**src/sv/rqt_pkg.sv**
```systemverilog
// rqt_pkg: shared types and constants of the resource quota tracker.
// No dependencies; imported by every rqt module.
package rqt_pkg;

	localparam int NUM_RES          = 4;
	localparam int RES_W            = 2;
	localparam int SAMPLE_COUNT_DEF = 10;
	localparam int SAMPLE_W         = 7;
	localparam int SAMPLE_MAX       = 100;
	localparam int CFG_IDX_W        = 3;
	localparam int CFG_DATA_W       = 32;

	localparam logic [31:0] CPU_LIMIT     = 32'd100;
	localparam logic [31:0] CPU_THRESHOLD = 32'd80;
	localparam logic [RES_W-1:0] RES_CPU  = 2'd1;

	typedef enum logic [2:0] {
		KIND_ALLOC   = 3'd0,
		KIND_RELEASE = 3'd1,
		KIND_QUERY   = 3'd2,
		KIND_STATS   = 3'd3,
		KIND_PEAK    = 3'd4,
		KIND_TICK    = 3'd5
	} kind_t;

	typedef enum logic [CFG_IDX_W-1:0] {
		REG_MEMORY_LIMIT   = 3'd0,
		REG_FLASH_LIMIT    = 3'd1,
		REG_NETWORK_LIMIT  = 3'd2,
		REG_CHECK_INTERVAL = 3'd3,
		REG_MONITOR_ENABLE = 3'd4
	} reg_idx_t;

	// configuration as seen by the datapath, thresholds precomputed
	typedef struct packed {
		logic [31:0] mem_quota;
		logic [31:0] flash_quota;
		logic [31:0] network_limit;
		logic [31:0] check_interval;
		logic        monitor_enable;
		logic [31:0] memory_thr;
		logic [31:0] flash_thr;
		logic [31:0] network_thr;
	} cfg_t;

	// one request as held in the input register
	typedef struct packed {
		kind_t       kind;
		logic [2:0]  resource;
		logic [31:0] amount;
	} op_t;

	// quota bank result for one request
	typedef struct packed {
		logic        ok;
		logic        over_release;
		logic        above_threshold;
		logic        sampled;
		logic [3:0]  high_mask;
		logic [31:0] used_count;
		logic [31:0] limit_value;
		logic [31:0] peak_count;
		logic [31:0] threshold_value;
	} qres_t;

endpackage

```
**src/sv/rqt_cpu_ring.sv**
```systemverilog
// rqt_cpu_ring: cpu sample ring, running sum, mean and tick gating.
// Depends on rqt_pkg.
module rqt_cpu_ring #(
	parameter int SAMPLE_COUNT = rqt_pkg::SAMPLE_COUNT_DEF
) (
	input  logic                          clk,
	input  logic                          arst_n,
	input  rqt_pkg::cfg_t                 cfg,
	input  logic                          tick_req,
	input  logic                          commit,
	input  logic [31:0]                   now_ms,
	input  logic [rqt_pkg::SAMPLE_W-1:0]  cpu_sample,
	output logic                          tick_ok,
	output logic [rqt_pkg::SAMPLE_W-1:0]  avg_next
);
	import rqt_pkg::*;

	localparam int SLOT_W  = $clog2(SAMPLE_COUNT);
	localparam int SUM_MAX = SAMPLE_COUNT * SAMPLE_MAX;
	localparam int SUM_W   = $clog2(SUM_MAX + 1);
	localparam int SH      = 24;
	localparam int RECIP   = ((1 << SH) + SAMPLE_COUNT - 1) / SAMPLE_COUNT;
	localparam int RECIP_W = SH + 1;
	localparam int PROD_W  = SUM_W + RECIP_W;

	logic [SAMPLE_W-1:0] samples_q [SAMPLE_COUNT];
	logic [SLOT_W-1:0]   slot_q;
	logic [SUM_W-1:0]    sum_q;
	logic [SAMPLE_W-1:0] avg_q;
	logic [31:0]         last_check_q;

	logic [SAMPLE_W-1:0] clamped;
	logic [SUM_W-1:0]    sum_next;
	logic [PROD_W-1:0]   prod;
	logic [31:0]         elapsed;
	logic                take;

	assign elapsed = now_ms - last_check_q;
	assign tick_ok = tick_req && cfg.monitor_enable && (elapsed >= cfg.check_interval);
	assign take    = commit && tick_ok;

	assign clamped  = (cpu_sample > SAMPLE_W'(SAMPLE_MAX)) ? SAMPLE_W'(SAMPLE_MAX) : cpu_sample;
	assign sum_next = sum_q - SUM_W'(samples_q[slot_q]) + SUM_W'(clamped);
	// mean by reciprocal multiply; exact over the whole sum range
	assign prod     = PROD_W'(sum_next) * PROD_W'(RECIP);
	assign avg_next = tick_ok ? prod[SH +: SAMPLE_W] : avg_q;

	always_ff @(posedge clk or negedge arst_n) begin
		if (!arst_n) begin
			for (int i = 0; i < SAMPLE_COUNT; i++) begin
				samples_q[i] <= '0;
			end
			slot_q       <= '0;
			sum_q        <= '0;
			avg_q        <= '0;
			last_check_q <= '0;
		end else if (take) begin
			samples_q[slot_q] <= clamped;
			slot_q            <= (slot_q == SLOT_W'(SAMPLE_COUNT - 1)) ? '0 : slot_q + 1'b1;
			sum_q             <= sum_next;
			avg_q             <= prod[SH +: SAMPLE_W];
			last_check_q      <= now_ms;
		end
	end

	a_slot_range: assert property (@(posedge clk) disable iff (!arst_n)
		slot_q <= SLOT_W'(SAMPLE_COUNT - 1))
		else $error("sample slot out of range");
	a_sum_range: assert property (@(posedge clk) disable iff (!arst_n)
		sum_q <= SUM_W'(SUM_MAX))
		else $error("sample sum exceeds ring maximum");
	a_avg_follows: assert property (@(posedge clk) disable iff (!arst_n)
		take |=> (avg_q <= SAMPLE_W'(SAMPLE_MAX)) && (last_check_q == $past(now_ms)))
		else $error("tick left bad mean or timestamp");

endmodule

```
**config.mk**
```make
export PLATFORM = sky130hd
export DESIGN_NAME = rqt_cpu_ring
export DESIGN_NICKNAME = d
export VERILOG_FILES = /design/src/sv/rqt_pkg.sv /design/src/sv/rqt_cpu_ring.sv
export SDC_FILE = /design/constraint.sdc
export NUM_CORES = 1
export LEC_CHECK = 0
export BUFFER_PORTS_ARGS = -buffer_cell sky130_fd_sc_hd__buf_2
export CORE_MARGIN = 2
export CORE_UTILIZATION = 40
export DETAILED_ROUTE_END_ITERATION = 10
export PLACE_DENSITY = 0.6
export SLEW_MARGIN = 20
export SYNTH_ARGS = -nofsm -noshare
export SYNTH_HDL_FRONTEND = slang
export SYNTH_SLANG_ARGS = --single-unit
```
**constraint.sdc**
```tcl
create_clock -name clk -period 11.55 [get_ports clk]
set_input_delay 1.7325 -clock clk [delete_from_list [all_inputs] [get_ports clk]]
set_output_delay 1.7325 -clock clk [all_outputs]
set_load 0.02 [all_outputs]
```
## Word-level counts from Yosys, hierarchy flattened

Cells that the tools add are included.

| word-level totals | value |
|---|---|
| logic and storage cells | 38 |
| output and inout port bits | 8 |
| register bits | 123 |

| operators by class | value |
|---|---|
| eq/ne operators | 1 |
| add/subtract/negate cells | 4 |
| mux-type cells | 9 |
| bitwise gates (word level) | 1 |
| reduce and logical (&&, ||, !) cells | 4 |
| $mul | 1 |
| order comparisons | 4 |

Operator list:

| cell | number |
|---|---|
| 70-bit bitwise mux | 1 |
| 7-bit 2-to-1 mux | 5 |
| 32-bit >= comparator | 1 |
| 32-bit subtractor | 1 |
| 10-bit by 20-bit multiplier with 30-bit output, second input constant | 1 |
| 7-bit binary-select mux with 4-bit select | 1 |
| 7-bit demux with 4-bit select | 1 |
| 10-bit by 7-bit adder with 10-bit output | 1 |
| 10-bit by 7-bit subtractor with 10-bit output | 1 |
| 7-bit > comparator, second input constant | 1 |
| 5-bit >= comparator, second input constant | 1 |
| 5-bit by 1-bit < comparator with 1-bit output, second input constant | 1 |
| 4-bit NOT with 5-bit output | 1 |
| 4-bit by 1-bit adder with 4-bit output, second input constant | 1 |
| 4-bit == test, second input constant | 1 |
| 1-bit logical AND | 4 |
| 4-bit 2-to-1 mux | 1 |

## Longest topological paths before layout

| depth | value |
|---|---|
| word-level depth | 8 |
| gate-level depth with buffers | 32 |
| depth with buffers taken out | 31 |

## Worst setup path before layout

OpenSTA, ideal clock, no wires.

| timing path | value |
|---|---|
| path type | in2out |
| start point | input port cpu_sample[0] (netlist name) |
| end point | output port avg_next[6] (netlist name) |
| slack | 1529 ps |
| stages on the path | 30 |
| arrival | 8289 ps |
| cells stage by stage | o21ai_0 a21oi_1 or2_2 clkbuf_1 inv_1 fa_1 inv_1 ha_1 a21oi_1 o2111ai_1 o311ai_0 xnor2_1 ha_1 ha_1 inv_1 fa_1 inv_1 fa_1 inv_1 fa_1 inv_1 ha_1 a21oi_1 o21bai_1 a221oi_1 o21ai_0 o41ai_1 o21ai_0 xnor2_1 mux2_2 |

| between the ends | value |
|---|---|
| cells in the longest elaborated chain, start to end | 5 |

Ends and longest elaborated chain:

| item | line | text |
|---|---|---|
| start, declared | rqt_cpu_ring.sv:12 | `input logic [rqt_pkg::SAMPLE_W-1:0] cpu_sample,` |
| 7-bit > comparator | rqt_cpu_ring.sv:42 | `assign clamped = (cpu_sample > SAMPLE_W'(SAMPLE_MAX)) ? SAMPLE_W'(SAMPLE_MAX) : cpu_sample;` |
| 7-bit 2-to-1 mux * | rqt_cpu_ring.sv:42 |  |
| 10-bit by 7-bit adder with 10-bit output * | rqt_cpu_ring.sv:43 | `assign sum_next = sum_q - SUM_W'(samples_q[slot_q]) + SUM_W'(clamped);` |
| via sum_next[8] | rqt_cpu_ring.sv:33 | `logic [SUM_W-1:0] sum_next;` |
| 10-bit by 20-bit multiplier with 30-bit output * | rqt_cpu_ring.sv:45 | `assign prod = PROD_W'(sum_next) * PROD_W'(RECIP);` |
| 7-bit 2-to-1 mux * | rqt_cpu_ring.sv:46 | `assign avg_next = tick_ok ? prod[SH +: SAMPLE_W] : avg_q;` |
| end, declared | rqt_cpu_ring.sv:14 | `output logic [rqt_pkg::SAMPLE_W-1:0] avg_next` |

Mark *: on every way through the listed nets, which the timed path passes. The rest lies on a longest branch.

## Worst setup path after layout

| timing path | value |
|---|---|
| start point | input port cpu_sample[5] (netlist name) |
| end point | output port avg_next[6] (netlist name) |

The elaborated chain is that of the path after synthesis.

==> flow_summary.ini <==
[run]
cap_violations = 0

[setup_path]
critical_path_arrival_ps = 9280
critPathMaxFanout = 12
path_class = in2out
reg2reg_from = slot_q[2]$_DFFE_PN0P_
slowest_delay_ps = 640
r2r_slack_ps = 3010
startpoint_type = input port
cp_common_cell = inv_1
slowest_stage = fa_1
crit_buf_inv = 8
r2r_cells = 27
critical_path_required_ps = 9820
r2r-end = avg_q[6]$_DFFE_PN0P_
critPathTopFamily = adder cells
cp-end-kind = primary output

[floorplanning]
core-area_sq_um = 26100
die_h_um = 167
start_util_pct = 40.8
io_pins = 276
fp.dieW_um = 167
row_count = 59
die_area_sq_um = 27900

[synthesis]
yosys-top-cells-count = 160 x inv_1, 139 x ha_1, 123 x dfrtp_1
synth_most_common_cell = inv_1
ys_ff_latch = 123
synth_ff_type = dfrtp_1
ys_seq_area_share_pct = 29.0
async_flop_share_pct = 100
synth_cell_type_count = 66
ys_top_cells_by_area = dfrtp_1 29%, ha_1 16%, mux2_2 12%, fa_1 7.4%, inv_1 5.7%
syn_area_sq_um = 10600
synth_edf_count = 0
syn_nets = 1463
synth.yosys.warnings = 0
avgSynthCellArea_sq_um = 10.4
synth_top_area_share_pct = 29.0
postSynthCellCount = 1017
synth_area_leader_cell = dfrtp_1

[status]
status = completed

[timing]
skew_ps = 15.0
worst-slew-pin-transition_ps = 881
hold-worst-slack_ps = 493
fin_crit_sh_pct = 95.3
slew_headroom_pct = 41.3
max_freq_mhz = 90.8
rsz0062_at_grt = no
period_minus_slack_ps = 11010
maxSlewViolCount = 0
final.setup.tns_ps = 0
final-setup-viol-count = 0
hold_violations = 0

[layout]
final_area_sq_um = 12000
antenna_cells = 0
syn_to_final_growth_pct = 13.3
drive_gt1_share_pct = 25.4
nets = 1550

[global_routing]
overflow = 0
grtUsageTotal_pct = 17.0
grt_pass1_wl_mm = 38.7
grt_pass1_vias = 7702
antenna_found_initial = 0
grt_max_degree = 68

[drt]
remaining_drc_errors = 0
wl_per_cell_um = 15.5
vias = 7544
ant_nets = 0
first_pass_iters = 4
viasPerCell = 5.20
drtIter0Drc = 413
drt_wl_total_mm = 22.5

[min_path]
min_path_cells = 1
min_to = sum_q[5]$_DFFE_PN0P_
min_from = sum_q[5]$_DFFE_PN0P_
min_path_type = reg2reg

[placed_design]
place.port_buffers = 83
place_area_sq_um = 11400
dp_hpwl_mm = 17.9
gp_congestion = 0.795

[clock_network]
clk_latency_ps = 420
cts_inserted_buffers = 17
cts_tree = built
clk_path_buf_depth = 2
clk_pin_slew_worst_paths_ps = 60
postCtsResizedCells = 0
cts_htree_levels = 4
postCtsHoldBufs = 0
clockRootBuffer = clkbuf_16
cts_setup_buffers = 0
cts_sinks = 123
==> worst max path at each step <==
stage | from | endpoint | cells past startpoint
2_1_floorplan | cpu_sample[0] | avg_next[6] | 30
3_3_place_gp | cpu_sample[5] | avg_next[6] | 31
3_5_place_dp | cpu_sample[5] | avg_next[6] | 31
4_1_cts | cpu_sample[5] | avg_next[6] | 31
5_1_grt | cpu_sample[6] | avg_next[6] | 31
6_report | cpu_sample[5] | avg_next[6] | 31
==> logic make-up after synthesis <==
family / after synthesis / synth area share, %
AO/OA/AOI/OAI: 182 / 11.6
adder cells (fa/ha/maj): 178 / 23.7
XOR/XNOR: 49 / 4.04
buffers and inverters: 188 / 6.89
multiplexers: 144 / 16.7
flip-flops: 123 / 29.0
AND/OR/NAND/NOR: 153 / 8.15
==> layer usage <==
layer / vias up / wire, um / share of wire, % / global-route usage (%)
met3: 15 / 667 / 3.0 / 2.88
met4: 0 / 231 / 1.0 / 3.64
met5: - / 0 / 0 / 0
met1: 3682 / 11000 / 49 / 23.2
met2: 102 / 10600 / 47 / 28.3
li1: 3745 / - / - / -
==> metrics by stage <==
stage / utilization, % / worst slack (ps) / std cells
6_report: 46.2 / 542 / 1452
5_1_grt: 46.2 / 15.0 / 1452
4_1_cts: 46.1 / 327 / 1452
3_5_place_dp: 43.9 / 396 / 1420
3_3_place_gp: 43.9 / 333 / 1420
2_1_floorplan: - / 1530 / 1017
==> layout make-up <==
type                       count  area [sq um]
multi-input combinational    706          6840
fill                        2459         14000
clock buffer                  17           425
tap                          335           419
inverter                     161           604
timing repair buffer          95           508
clock inverter                15           161
sequential                   123          3080
==> flip-flops by register name, summed over array words and instances (netlist names) <==
register and flops:
samples_q 70, last_check_q 32, slot_q 4, avg_q 7
sum_q 10
==> cells in the final DEF (no fill, tap or decap), types with 14 or more instances in the layout <==
| cell | n |
|---|---|
| a21oi_1 | 35 |
| clkbuf_16 | 17 |
| nor2_1 | 30 |
| a21o_1 | 23 |
| nand2_1 | 37 |
| mux4_2 | 14 |
| xor2_1 | 21 |
| inv_1 | 160 |
| xnor2_1 | 26 |
| buf_2 | 82 |
| fa_1 | 39 |
| o21ai_0 | 37 |
| ha_1 | 139 |
| mux2_2 | 117 |
| dfrtp_1 | 123 |
Power is left out: the tool's default activity adds up to more than one toggle a clock period on the data nets, which glitch-free logic cannot reach.
