$ cat src/sv/rqt_pkg.sv
// rqt_pkg: shared types and constants of the resource quota tracker.
// No dependencies; imported by every rqt module.
package rqt_pkg;

	localparam int NUM_RES          = 4;
	localparam int RES_W            = 2;
	localparam int SAMPLE_COUNT_DEF = 10;
	localparam int SAMPLE_W         = 7;
	localparam int SAMPLE_MAX       = 100;
	localparam int CFG_IDX_W        = 3;
	localparam int CFG_DATA_W       = 32;

	localparam logic [31:0] CPU_LIMIT     = 32'd100;
	localparam logic [31:0] CPU_THRESHOLD = 32'd80;
	localparam logic [RES_W-1:0] RES_CPU  = 2'd1;

	typedef enum logic [2:0] {
		KIND_ALLOC   = 3'd0,
		KIND_RELEASE = 3'd1,
		KIND_QUERY   = 3'd2,
		KIND_STATS   = 3'd3,
		KIND_PEAK    = 3'd4,
		KIND_TICK    = 3'd5
	} kind_t;

	typedef enum logic [CFG_IDX_W-1:0] {
		REG_MEMORY_LIMIT   = 3'd0,
		REG_FLASH_LIMIT    = 3'd1,
		REG_NETWORK_LIMIT  = 3'd2,
		REG_CHECK_INTERVAL = 3'd3,
		REG_MONITOR_ENABLE = 3'd4
	} reg_idx_t;

	// configuration as seen by the datapath, thresholds precomputed
	typedef struct packed {
		logic [31:0] mem_quota;
		logic [31:0] flash_quota;
		logic [31:0] network_limit;
		logic [31:0] check_interval;
		logic        monitor_enable;
		logic [31:0] memory_thr;
		logic [31:0] flash_thr;
		logic [31:0] network_thr;
	} cfg_t;

	// one request as held in the input register
	typedef struct packed {
		kind_t       kind;
		logic [2:0]  resource;
		logic [31:0] amount;
	} op_t;

	// quota bank result for one request
	typedef struct packed {
		logic        ok;
		logic        over_release;
		logic        above_threshold;
		logic        sampled;
		logic [3:0]  high_mask;
		logic [31:0] used_count;
		logic [31:0] limit_value;
		logic [31:0] peak_count;
		logic [31:0] threshold_value;
	} qres_t;

endpackage

$ cat src/sv/rqt_quota.sv
// rqt_quota: used and peak counters of the four resources and request decode.
// Depends on rqt_pkg.
module rqt_quota (
	input  logic                          clk,
	input  logic                          arst_n,
	input  rqt_pkg::cfg_t                 cfg,
	input  rqt_pkg::op_t                  op,
	input  logic                          commit,
	input  logic                          tick_ok,
	input  logic [rqt_pkg::SAMPLE_W-1:0]  avg_next,
	output rqt_pkg::qres_t                res
);
	import rqt_pkg::*;

	logic [31:0] used_q [NUM_RES];
	logic [31:0] peak_q [NUM_RES];
	logic [31:0] used_nx [NUM_RES];
	logic [31:0] peak_nx [NUM_RES];
	logic [31:0] lim [NUM_RES];
	logic [31:0] thr [NUM_RES];

	logic [RES_W-1:0] r;
	logic             valid;
	logic [31:0]      used_cur;
	logic [32:0]      sum33;
	logic             fits;
	logic [31:0]      avg32;

	assign r        = op.resource[RES_W-1:0];
	assign valid    = !op.resource[2];
	assign lim[0]   = cfg.mem_quota;
	assign lim[1]   = CPU_LIMIT;
	assign lim[2]   = cfg.flash_quota;
	assign lim[3]   = cfg.network_limit;
	assign thr[0]   = cfg.memory_thr;
	assign thr[1]   = CPU_THRESHOLD;
	assign thr[2]   = cfg.flash_thr;
	assign thr[3]   = cfg.network_thr;
	assign used_cur = used_q[r];
	assign sum33    = {1'b0, used_cur} + {1'b0, op.amount};
	assign fits     = sum33 <= {1'b0, lim[r]};
	assign avg32    = 32'(avg_next);

	always_comb begin
		used_nx = used_q;
		peak_nx = peak_q;
		res     = '0;
		if (op.kind == KIND_TICK) begin
			if (tick_ok) begin
				used_nx[RES_CPU] = avg32;
				if (avg32 > peak_q[RES_CPU]) begin
					peak_nx[RES_CPU] = avg32;
				end
				res.ok      = 1'b1;
				res.sampled = 1'b1;
				for (int i = 0; i < NUM_RES; i++) begin
					res.high_mask[i] = used_nx[i] >= thr[i];
				end
			end
		end else if (valid) begin
			unique case (op.kind)
				KIND_ALLOC: begin
					if (fits) begin
						used_nx[r] = sum33[31:0];
						if (sum33[31:0] > peak_q[r]) begin
							peak_nx[r] = sum33[31:0];
						end
						res.ok = 1'b1;
					end
				end
				KIND_RELEASE: begin
					if (op.amount > used_cur) begin
						used_nx[r]       = '0;
						res.over_release = 1'b1;
					end else begin
						used_nx[r] = used_cur - op.amount;
					end
					res.ok = 1'b1;
				end
				KIND_QUERY: res.ok = fits;
				KIND_STATS: res.ok = 1'b1;
				KIND_PEAK: begin
					peak_nx[r] = used_cur;
					res.ok     = 1'b1;
				end
				default: ;
			endcase
		end
		if (valid) begin
			res.above_threshold = used_nx[r] >= thr[r];
			res.used_count      = used_nx[r];
			res.limit_value     = lim[r];
			res.peak_count      = peak_nx[r];
			res.threshold_value = thr[r];
		end
	end

	always_ff @(posedge clk or negedge arst_n) begin
		if (!arst_n) begin
			for (int i = 0; i < NUM_RES; i++) begin
				used_q[i] <= '0;
				peak_q[i] <= '0;
			end
		end else if (commit) begin
			used_q <= used_nx;
			peak_q <= peak_nx;
		end
	end

endmodule

$ cat config.mk
export PLATFORM = sky130hd
export DESIGN_NAME = rqt_quota
export DESIGN_NICKNAME = d
export VERILOG_FILES = /design/src/sv/rqt_pkg.sv /design/src/sv/rqt_quota.sv
export SDC_FILE = /design/constraint.sdc
export NUM_CORES = 2
export LEC_CHECK = 0
export ABC_AREA = 1
export ABC_CLOCK_PERIOD_IN_PS = 9300
export CELL_PAD_IN_SITES_DETAIL_PLACEMENT = 1
export CELL_PAD_IN_SITES_GLOBAL_PLACEMENT = 2
export CORE_MARGIN = 3
export CORE_UTILIZATION = 33
export CTS_CLUSTER_DIAMETER = 80
export DETAILED_ROUTE_END_ITERATION = 8
export DONT_BUFFER_PORTS = 1
export PLACE_DENSITY_LB_ADDON = 0.25
export SYNTH_ARGS = -nofsm -noshare
export SYNTH_HDL_FRONTEND = slang
export SYNTH_SLANG_ARGS = --single-unit
$ cat constraint.sdc
create_clock -name clk -period 9.3 [get_ports clk]
set_clock_uncertainty 0.1 [all_clocks]
set_input_delay 0.465 -clock clk [delete_from_list [all_inputs] [get_ports clk]]
set_output_delay 0.465 -clock clk [all_outputs]
set_load 0.05 [all_outputs]
Word-level counts from Yosys, hierarchy flattened

Cells that the tools add are included.

Bits in registers: 256
Input port bits: 274
Output and inout bits: 136

$add $sub $neg: 2
Magnitude comparators: 11
Eq/ne operators: 5
Muxes and demuxes: 53
Bitwise operators: 3
Reductions and logical operators: 3

Operators by type and width:

| operator                                                             | number |
|---|---|
| 128-bit two-way mux                                                  | 7 |
| 32-bit two-way mux                                                   | 20 |
| 128-bit bitwise mux                                                  | 4 |
| 128-bit one-hot mux with 2 select lines                              | 2 |
| 32-bit binary-select mux with 2-bit select                           | 6 |
| 128-bit bitwise AND                                                  | 1 |
| 32-bit >= comparator                                                 | 4 |
| 64-bit two-way mux                                                   | 2 |
| 128-bit NOT                                                          | 1 |
| 32-bit demux with 2-bit select                                       | 1 |
| 32-bit > comparator                                                  | 2 |
| 32-bit by 32-bit adder with 33-bit output                            | 1 |
| 33-bit by 32-bit less-or-equal comparator with 1-bit output          | 1 |
| 7-bit by 32-bit > comparator with 1-bit output                       | 1 |
| 32-bit subtractor                                                    | 1 |
| 5-bit two-way mux                                                    | 2 |
| 7-bit >= comparator, second input constant                           | 1 |
| 1-bit two-way mux                                                    | 7 |
| 3-bit by 2-bit == test with 1-bit output, second input constant      | 2 |
| 3-bit == test, second input constant                                 | 2 |
| 3-bit by 1-bit == test with 1-bit output, second input constant      | 1 |
| 3-bit >= comparator, second input constant                           | 1 |
| 3-bit logical NOT                                                    | 1 |
| 3-bit by 1-bit < comparator with 1-bit output, second input constant | 1 |
| 5 further kinds                                                      | 5 |

Depth between registers and ports, before layout

Depth after elaboration: 16
Mapped depth: 56
Mapped depth without buffers: 52

Worst setup path before layout

Ideal clock, no wire load.

Path type: input-to-output
Start point: input port op[33] (netlist name)
End point: output port res[133] (netlist name)
Arrival time: 6.709 ns
Data required time: 8.735 ns
Path slack: 2.026 ns
Stages on the path: 45
Path through: buf_2 -> nand2_1 -> clkbuf_1 -> clkbuf_1 -> buf_1 -> buf_1 -> o2111ai_1 -> ha_1 -> buf_2 -> inv_1 -> a21oi_1 -> o21ai_0 -> a21oi_1 -> nand2_1 -> nand2_1 -> nand2_1 -> nand2_1 -> nand2_1 -> [9 not listed] -> buf_6 -> nand2_1 -> nand3_1 -> nand3_1 -> o21ai_1 -> nand2_1 -> nand3_1 -> inv_1 -> ha_1 -> nand2_1 -> inv_1 -> nand3_1 -> nor3_1 -> and3_1 -> nand4_1 -> nand3_1 -> nand2_1 -> inv_1

RTL lines:

| what               | RTL line        | source |
|---|---|---|
| start: declaration | rqt_quota.sv:7  | `input rqt_pkg::op_t op,` |
| end: declaration   | rqt_quota.sv:11 | `output rqt_pkg::qres_t res` |

==> results.yml <==
timing:
  tightest_slew_ns: 1.13
  setup_tns_ns: 0
  setup_ws_ns: 0.370
  drv_slew: 0
  fin_hold_ws_ns: 0.0712
  finalSetupViolCount: 0
  fin_crit_ns: 8.93
  fmax_mhz: 112
  finalHoldViolCount: 0
  rsz0062_at_grt: "no"
  slew_headroom: 0.250
  fin_crit_sh: 0.960
final_layout:
  fillers: 16000
  multi_input_area_sq_um: 27900
  nNetsFinal: 7464
  register_area_sq_um: 6410
  final_cell_area_sq_um: 42500
  area_delta_synth_final_pct: 9.33
  fin_cells: 8506
  postLayoutCoreUtil: 0.364
  drive_gt1_frac: 0.0546
route:
  dr.pass1.iters: 6
  drtIter0Drc: 7204
  postRouteAntennaNets: 0
  vias_per_cell: 5.94
  wire_per_inst_um: 29.1
  vias: 50600
  drc: 0
  wirelength_um: 247000
clock_network:
  clk_latency_ns: 0.66
  numCtsBuffers: 44
  path_clk_slew_ns: 0.06
  htreeDepth: 2
  root_buffer: "clkbuf_16"
  cts.sinks: 256
  cts_tree: "yes"
  clockBufferDepth: 3
placement:
  dpl_worst_slack_ns: 0.459
  place_area_sq_um: 40700
  hpwl_um: 183000
  port_buffers: 0
  dpl.cell_count: 8395
  gp_congestion: 1.01
yosys:
  yosys.cell_types.count: 56
  synth_cells: 7145
  synth_edf_count: 0
  ys_ff_latch: 256
  synthArstFlopShare: 1.00
  syn_area_sq_um: 38800
  seq_area_frac_synth: 0.165
  yosys_warnings: 0
  ys.flop_type: "dfrtp_1"
  synth_nets: 7684
  synth_area_per_cell_sq_um: 5.44
pwr:
  pwr-share-seq: 0.174
  p_sw_frac: 0.586
  p_per_area_nw_per_um2: 233
  power.share.clock: 0.175
  vdd_drop_max_uv: 227
  netSwitchingPower_mw: 5.80
  p_leak_nw: 21.9
  p_int_mw: 4.09
  p_total_mw: 9.90
  combPwrFrac: 0.651
setup_path:
  cp-end-kind: "output pin"
  start_kind: "flip-flop"
  path_common_cell: "nand2_1"
  worstPathArrival_ns: 8.37
  critPathKind: "reg -> out"
  crit_path_max_incr_delay_ns: 0.53
  cp_max_fo: 47
  worst_path_max_delay_cell: "nor2_1"
  worstPathRequired_ns: 8.74
die:
  die-area_sq_um: 122000
  die_w_um: 349
  start_util: 0.333
  pin_count: 410
  core.rowCount: 125
  die_h_um: 349
  core_sq_um: 117000
grt:
  grt_pass1_wl_um: 346000
  grtUsageTotal: 0.388
  grt_max_degree: 257
  first_global_vias: 46600
  overflow: 0
  antenna_found_initial: 26
job:
  maxCapViolCount: 0
outcome:
  status: "complete, no violations"
worst_hold_path:
  min_path_type: "in -> reg"
[logic make-up (layout without fill, tap and decap cells)]
kind of cell    Yosys count  count (layout)  share of synthesized area
other cells               0              25                          0
flops                   256             256                      0.165
compound gates         1574            1574                      0.223
xor+xnor                 23              23                    0.00519
buf+inv                1191            1002                      0.120
simple gates           3836            3837                      0.401
fa+ha+maj               265             265                     0.0858
[critical path: cells and delay by family, from the launching register on]
family / cells / cell delay [ns]
compound gates: 3 / 0.42
fa+ha+maj: 3 / 1.05
buf+inv: 10 / 1.32
flops: 1 / 0.51
simple gates: 26 / 4.32
[Yosys cell counts (2+ instances only)]
master	number	share of area
nand2_1	2584	0.25
o21ai_0	829	0.11
inv_1	703	0.068
nand3_1	617	0.080
nor2_1	464	0.045
a21oi_1	407	0.052
clkbuf_1	331	0.032
ha_1	263	0.085
dfrtp_1	256	0.16
nand4_1	80	0.013
buf_2	77	0.0099
o211ai_1	60	0.012
o21ai_1	48	0.0062
buf_1	46	0.0044
a22oi_1	42	0.0081
or2_2	40	0.0064
o221ai_1	34	0.0077
o22ai_1	33	0.0053
nor3_1	29	0.0037
xor2_1	23	0.0052
a22o_1	22	0.0050
a31oi_1	22	0.0035
o21bai_1	17	0.0033
a21o_1	14	0.0027
a211oi_1	11	0.0021
buf_6	11	0.0032
inv_2	11	0.0011
o2111ai_1	9	0.0020
o21a_1	8	0.0015
clkinv_1	6	0.00058
nor4_1	6	0.00097
buf_4	4	0.00077
nand2_2	4	0.00064
a21boi_0	3	0.00058
o31ai_1	3	0.00058
a2111o_1	2	0.00058
and2_1	2	0.00032
fa_1	2	0.0010
nand2_4	2	0.00058
nand3b_1	2	0.00039
nor2_2	2	0.00032
o221a_2	2	0.00058
[registers in the layout (all words and copies together), names as in the netlist]
register,count
peak_q,128
used_q,128
[power groups by stage]
stage	Clock [mW]	Sequential, mW	Combinational [mW]
after floorplan	0	1.53	4.09
after global placement	0	1.69	5.95
after detailed placement	0	1.70	6.11
after CTS	1.76	1.69	6.19
after global routing	1.79	1.73	7.01
final	1.73	1.72	6.44
[final cells by class]
type	instances	share of cell area
Sequential cell	256	0.151
Clock buffer	60	0.0290
Timing Repair Buffer	203	0.0466
Tap cell	1524	0.0449
Multi-Input combinational cell	5699	0.658
Antenna cell	25	0.00147
Clock inverter	18	0.00442
Inverter	721	0.0645
[what timing repair did]
item | CTS | global route
hold buffers | 4 | 1
buffers inserted | 0 | 0
setup endpoints to repair | 0 | 1
gates resized for setup | 0 | 21
hold endpoints to repair | 361 | 124
[worst paths after layout]
path / to / slack, ns / cells after the start / from
worst max-delay path: res[133] / 0.37 / 42 / used_q[20]
max in group asynchronous: used_q[73] / 7.29 / 3 / arst_n
worst min register to register: peak_q[119] / 0.39 / 2 / peak_q[119]
min in group asynchronous: peak_q[57] / 0.32 / 2 / arst_n
worst min-delay path: used_q[95] / 0.07 / 3 / tick_ok
worst max register to register: peak_q[89] / 2.24 / 33 / used_q[20]
[routing by layer]
layer,vias to the layer above,track usage,share of wire
li1,23000,-,-
met2,2554,0.534,0.39
met1,24800,0.582,0.46
met5,-,0,0.000053
met3,270,0.102,0.12
met4,2,0.113,0.032
[cell usage in the layout (no fill, tap or decap), types with 17 or more instances in the layout]
| master | Yosys | routed |
|---|---|---|
| o221ai_1 | 34 | 34 |
| a31oi_1 | 22 | 22 |
| o21bai_1 | 17 | 17 |
| nor3_1 | 29 | 26 |
| nand3_1 | 617 | 617 |
| diode_2 | 0 | 25 |
| o21ai_0 | 829 | 828 |
| a22o_1 | 22 | 22 |
| a22oi_1 | 42 | 42 |
| o211ai_1 | 60 | 60 |
| a21oi_1 | 407 | 405 |
| or2_2 | 40 | 40 |
| buf_4 | 4 | 167 |
| o22ai_1 | 33 | 33 |
| dfrtp_1 | 256 | 256 |
| clkbuf_16 | 0 | 46 |
| nand2_1 | 2584 | 2577 |
| o21ai_1 | 48 | 49 |
| xor2_1 | 23 | 22 |
| nand4_1 | 80 | 80 |
| nor2_1 | 464 | 454 |
| buf_12 | 0 | 28 |
| inv_1 | 703 | 694 |
| ha_1 | 263 | 260 |
Note: power is estimated with default switching activity, not from simulation.
